[src/sv/htag_pkg.sv]
`default_nettype none
// ----------------------------------------------------------------------------
// htag_pkg
// Shared sizes, types and helpers for the hinted LRU tag store.
// ----------------------------------------------------------------------------
package htag_pkg;

    localparam int SETS        = 1024;
    localparam int WAYS        = 16;
    localparam int OFFSET_BITS = 6;

    localparam int SET_BITS  = $clog2(SETS);
    localparam int SET_IW    = (SET_BITS > 0) ? SET_BITS : 1;
    localparam int WAY_W     = (WAYS > 1) ? $clog2(WAYS) : 1;
    localparam int AGE_W     = WAY_W;
    localparam int TAG_W     = 16;
    localparam int TAG_LO    = OFFSET_BITS + SET_BITS;
    localparam int REUSE_W   = 4;
    localparam int WAYOUT_W  = 4;
    localparam logic [REUSE_W-1:0] REUSE_MAX = 4'd15;

    typedef logic [TAG_W-1:0]   tag_t;
    typedef logic [AGE_W-1:0]   age_t;
    typedef logic [SET_IW-1:0]  set_t;
    typedef logic [WAY_W-1:0]   way_t;

    typedef struct packed {
        logic               valid;
        logic               hint;
        logic [REUSE_W-1:0] reuse;
        age_t               age;
    } meta_t;

    typedef tag_t  [WAYS-1:0] tag_row_t;
    typedef meta_t [WAYS-1:0] meta_row_t;

    typedef struct packed {
        logic                hit;
        logic [WAYOUT_W-1:0] way;
        logic                evicted;
        tag_t                evicted_tag;
        logic [REUSE_W-1:0]  evicted_reuse;
    } result_t;

    typedef struct packed {
        logic rd_en;
        set_t rd_set;
        logic wr_en;
        set_t wr_set;
    } mem_req_t;

    typedef enum logic [1:0] {
        ST_CLEAR,
        ST_IDLE,
        ST_LOOKUP
    } state_t;

    // Set index; an index of SETS or more wraps once.
    function automatic set_t set_of(input logic [31:0] addr);
        logic [31:0]       rest;
        logic [SET_IW:0]   raw;
        rest = addr >> OFFSET_BITS;
        raw  = (SET_BITS > 0) ? {1'b0, rest[SET_IW-1:0]} : '0;
        if (raw >= (SET_IW+1)'(SETS))
            raw = raw - (SET_IW+1)'(SETS);
        return raw[SET_IW-1:0];
    endfunction

    // Tag is the 16 bits above the set index; higher bits alias.
    function automatic tag_t tag_of(input logic [31:0] addr);
        logic [47:0] wide;
        wide = {16'b0, addr} >> TAG_LO;
        return wide[TAG_W-1:0];
    endfunction

    function automatic logic [WAYOUT_W-1:0] way_out(input way_t w);
        logic [WAY_W+WAYOUT_W-1:0] t;
        t = {{WAYOUT_W{1'b0}}, w};
        return t[WAYOUT_W-1:0];
    endfunction

    function automatic meta_row_t meta_reset_row();
        meta_row_t row;
        for (int w = 0; w < WAYS; w++)
        begin
            row[w].valid = 1'b0;
            row[w].hint  = 1'b0;
            row[w].reuse = '0;
            row[w].age   = age_t'(w);
        end
        return row;
    endfunction

endpackage
`default_nettype wire

[src/sv/htag_update.sv]
`default_nettype none
// ----------------------------------------------------------------------------
// htag_update
// Way compare, victim choice and new set contents for one access.
// ----------------------------------------------------------------------------
module htag_update (
    input  htag_pkg::tag_row_t   rd_tag,
    input  htag_pkg::meta_row_t  rd_meta,
    input  htag_pkg::tag_t       tag,
    input  wire                  live,
    output htag_pkg::tag_row_t   new_tag,
    output htag_pkg::meta_row_t  new_meta,
    output htag_pkg::result_t    res
);
    import htag_pkg::*;

    localparam int TREE_N = 1 << WAY_W;

    logic hit_any, free_any;
    way_t hit_way, free_way, old_way, victim;
    age_t hage;

    age_t node_age [2*TREE_N];
    way_t node_idx [2*TREE_N];

    // Lowest matching way, lowest invalid or dead way.
    always_comb
    begin
        hit_any  = 1'b0;
        hit_way  = '0;
        free_any = 1'b0;
        free_way = '0;
        for (int w = WAYS - 1; w >= 0; w--)
        begin
            if (rd_meta[w].valid && rd_tag[w] == tag)
            begin
                hit_any = 1'b1;
                hit_way = way_t'(w);
            end
            if (!rd_meta[w].valid || !rd_meta[w].hint)
            begin
                free_any = 1'b1;
                free_way = way_t'(w);
            end
        end
    end

    // Oldest way by tree; left side wins ties so the lowest way is kept.
    always_comb
    begin
        node_age[0] = '0;
        node_idx[0] = '0;
        for (int i = 0; i < TREE_N; i++)
        begin
            node_idx[TREE_N + i] = way_t'(i);
            if (i < WAYS)
                node_age[TREE_N + i] = rd_meta[i].age;
            else
                node_age[TREE_N + i] = '0;
        end
        for (int n = TREE_N - 1; n >= 1; n--)
        begin
            if (node_age[2*n + 1] > node_age[2*n])
            begin
                node_age[n] = node_age[2*n + 1];
                node_idx[n] = node_idx[2*n + 1];
            end
            else
            begin
                node_age[n] = node_age[2*n];
                node_idx[n] = node_idx[2*n];
            end
        end
        old_way = node_idx[1];
    end

    assign victim = free_any ? free_way : old_way;
    assign hage   = rd_meta[hit_way].age;

    always_comb
    begin
        new_tag  = rd_tag;
        new_meta = rd_meta;
        if (hit_any)
        begin
            for (int w = 0; w < WAYS; w++)
            begin
                if (way_t'(w) != hit_way && rd_meta[w].valid && rd_meta[w].age < hage)
                    new_meta[w].age = rd_meta[w].age + age_t'(1);
            end
            new_meta[hit_way].age  = '0;
            new_meta[hit_way].hint = live;
            if (rd_meta[hit_way].reuse != REUSE_MAX)
                new_meta[hit_way].reuse = rd_meta[hit_way].reuse + 4'd1;
        end
        else
        begin
            // Fill keeps the victim's age.
            new_tag[victim]        = tag;
            new_meta[victim].valid = 1'b1;
            new_meta[victim].hint  = live;
            new_meta[victim].reuse = '0;
        end
    end

    always_comb
    begin
        res.hit           = hit_any;
        res.way           = way_out(hit_any ? hit_way : victim);
        res.evicted       = !hit_any && rd_meta[victim].valid;
        res.evicted_tag   = res.evicted ? rd_tag[victim] : '0;
        res.evicted_reuse = res.evicted ? rd_meta[victim].reuse : '0;
    end

endmodule
`default_nettype wire

[config.mk]
export PLATFORM = sky130hd
export DESIGN_NAME = htag_update
export DESIGN_NICKNAME = d
export VERILOG_FILES = /design/src/sv/htag_pkg.sv /design/src/sv/htag_update.sv
export SDC_FILE = /design/constraint.sdc
export NUM_CORES = 2
export LEC_CHECK = 0
export ABC_AREA = 0
export BUFFER_PORTS_ARGS = -buffer_cell sky130_fd_sc_hd__buf_4
export CORE_AREA = 2 2 342 344
export DETAILED_ROUTE_END_ITERATION = 8
export DIE_AREA = 0 0 344 346
export PLACE_DENSITY_LB_ADDON = 0.3
export SYNTH_ARGS = -nofsm -noshare
export SYNTH_HDL_FRONTEND = slang
export SYNTH_SLANG_ARGS = --single-unit
export TNS_END_PERCENT = 30
[constraint.sdc]
create_clock -name vclk -period 11.8
set_clock_uncertainty 0.2 [all_clocks]
set_input_delay 1.18 -clock vclk [all_inputs]
set_output_delay 1.18 -clock vclk [all_outputs]
set_load 0.02 [all_outputs]
==> metrics <==
status finished, final reports clean; min-delay worst type in2out; Achievable Freq just over 0.09 GHz; crit path max fanout 22; first-pass GRT wire length 229000 µm; yosys warns 0; Core Box Area about 120000 µm²; IR Drop Worst-Case VDD between 0.05 and 0.06 mV; port buffer count around 880; routability congestion estimate ~0.99; CP dominant cell by count nor2b_1; row count around 130; die width approximately 340 µm; Worst Slack Setup Final roughly 0.85 ns; post-synth top area cell mux2_2; wire per inst approximately 34 µm; Synth-to-Final Area Change 40.5%; WL final 175000 µm; total nets after synthesis between 3000 and 4000; post-route clock period utilization 0.928; Final nets around 4200; Post-CTS Setup Bufs 0; HPWL after detailed placement approximately 150000 µm; top-area cell type share of the netlist area 0.116; Final Max Slew Viols 0; Die Footprint between 100000 and 150000 µm²; Tmin final 10.95 ns; hold_buf cts 0; fin area between 20000 and 30000 µm²; setup TNS 0 ns; Crit Path Class in2out; MaxCap Viol Count 0; post-CTS resize count 0; Final Hold Viols 0; gr ovfl total 0; Lkg Pwr 12.4 nW; layout cells sized above 1 0.336; CP max stage delay 0.66 ns; PD cells 48.3 nW/µm²; Vias/cell 5.30; Seq/Total Area, Yosys 0; mapped cell area about 20000 µm²; DRT Pass-1 Iters 6; CP max-delay cell nand2_1; most frequent cell after synthesis nand2_1; initial antenna violation count 37; DRT antenna net count 0; element type at the critical path start input pin; Setup-failing EPs final 0; largest net degree at the start of global routing approximately 110; Syn Inst Count 2928; clock buf count 0; RSZ-0062 raised after global routing no; Placement Cell Area 27700 µm²; main area contributors after synthesis mux2_2, nand2_1, ha_1, xnor2_1, mux2i_1; pre-CTS setup slack around 0.98 ns; Synth top cells by count nand2_1, mux2_2, xnor2_1; Worst-Margin Slew about 1.3 ns; vias in the first global route 25700; area occupied by registers 0 µm²; CP required between 10 and 15 ns; drc violations 0; sequential cell count 0; Die Height between 300 and 400 µm; headroom to the max-slew limit 0.129; Synth cell types 110; violation count after the first detailed-route iteration between 2000 and 3000; Critical Path End Type primary output; Initial Util 0.171; I/O pins ~900; Worst Path Arrival 9.57 ns; DR vias 27600; Avg Inst Size Synth slightly below 7 µm²; Total Routing Usage GR 0.276
[worst max-delay path: cells and delay by family]
kind                     cells  cell delay, ns
AO/OA/AOI/OAI               15            2.67
adder cells (fa/ha/maj)      4            1.22
buffers and inverters        5            0.60
multiplexers                 3            0.94
AND/OR/NAND/NOR             13            2.95
[placed cells by master, fill, tap and decap left out, types with 30 or more instances in the layout]
master,n
nand3_1,130
xor2_1,124
mux2_2,204
nand2b_1,33
ha_1,124
nor3_1,30
o211ai_1,32
buf_4,933
a21oi_1,109
nor4_1,50
o21ai_0,99
nor2_1,135
and3_1,58
o21ai_1,30
inv_1,82
nand4_1,62
mux2i_1,136
a211oi_1,94
nor2b_1,61
xnor2_1,165
nand2_1,597
[final timing paths]
path	startpoint	depth (start not counted)	slack, ns	endpoint
max	rd_meta[61]	40	0.85	new_meta[118]
min	rd_tag[148]	4	2.49	new_tag[148]
[area by class of cell]
type	instances	area (µm²)
antenna	19	47.5
inverter	84	315
multi-input combinational	2635	18400
tap	1524	1910
fill	13100	87700
timing repair buffer	936	7060
[metrics by stage]
step | util | cells | hold WS (ns) | power [mW]
finish | 0.240 | 5198 | 2.49 | 1.34
global route | 0.240 | 5189 | 2.50 | 1.42
CTS | 0.240 | 5179 | 2.49 | 1.32
detailed placement | 0.240 | 5179 | 2.49 | 1.32
global placement | 0.240 | 5179 | 2.49 | 1.32
floorplan | - | 2928 | 2.29 | 0.707
[layer usage]
| metal | part of all wire | global-route usage | vias up |
|---|---|---|---|
| li1 | - | - | 12100 |
| met1 | 0.43 | 0.371 | 13500 |
| met2 | 0.44 | 0.431 | 1726 |
| met3 | 0.10 | 0.0726 | 268 |
| met4 | 0.034 | 0.0768 | 28 |
| met5 | 0.0011 | 0 | - |
[report_power, final]
group           total [mW]  internal, mW  switching (mW)  leakage [nW]
sequential               0             0               0             0
combinational         1.34         0.516           0.822          12.4
clock          0.000000185   0.000000185               0      0.000123
total                 1.34         0.516           0.822          12.4
[cells by family after synthesis]
logic type	after synthesis	share of synthesized area
AO/OA/AOI/OAI	545	0.197
XOR/XNOR	292	0.131
adder cells (fa/ha/maj)	124	0.0786
buffers and inverters	293	0.0710
multiplexers	340	0.185
AND/OR/NAND/NOR	1334	0.337
(Power assumes the default switching activity.)
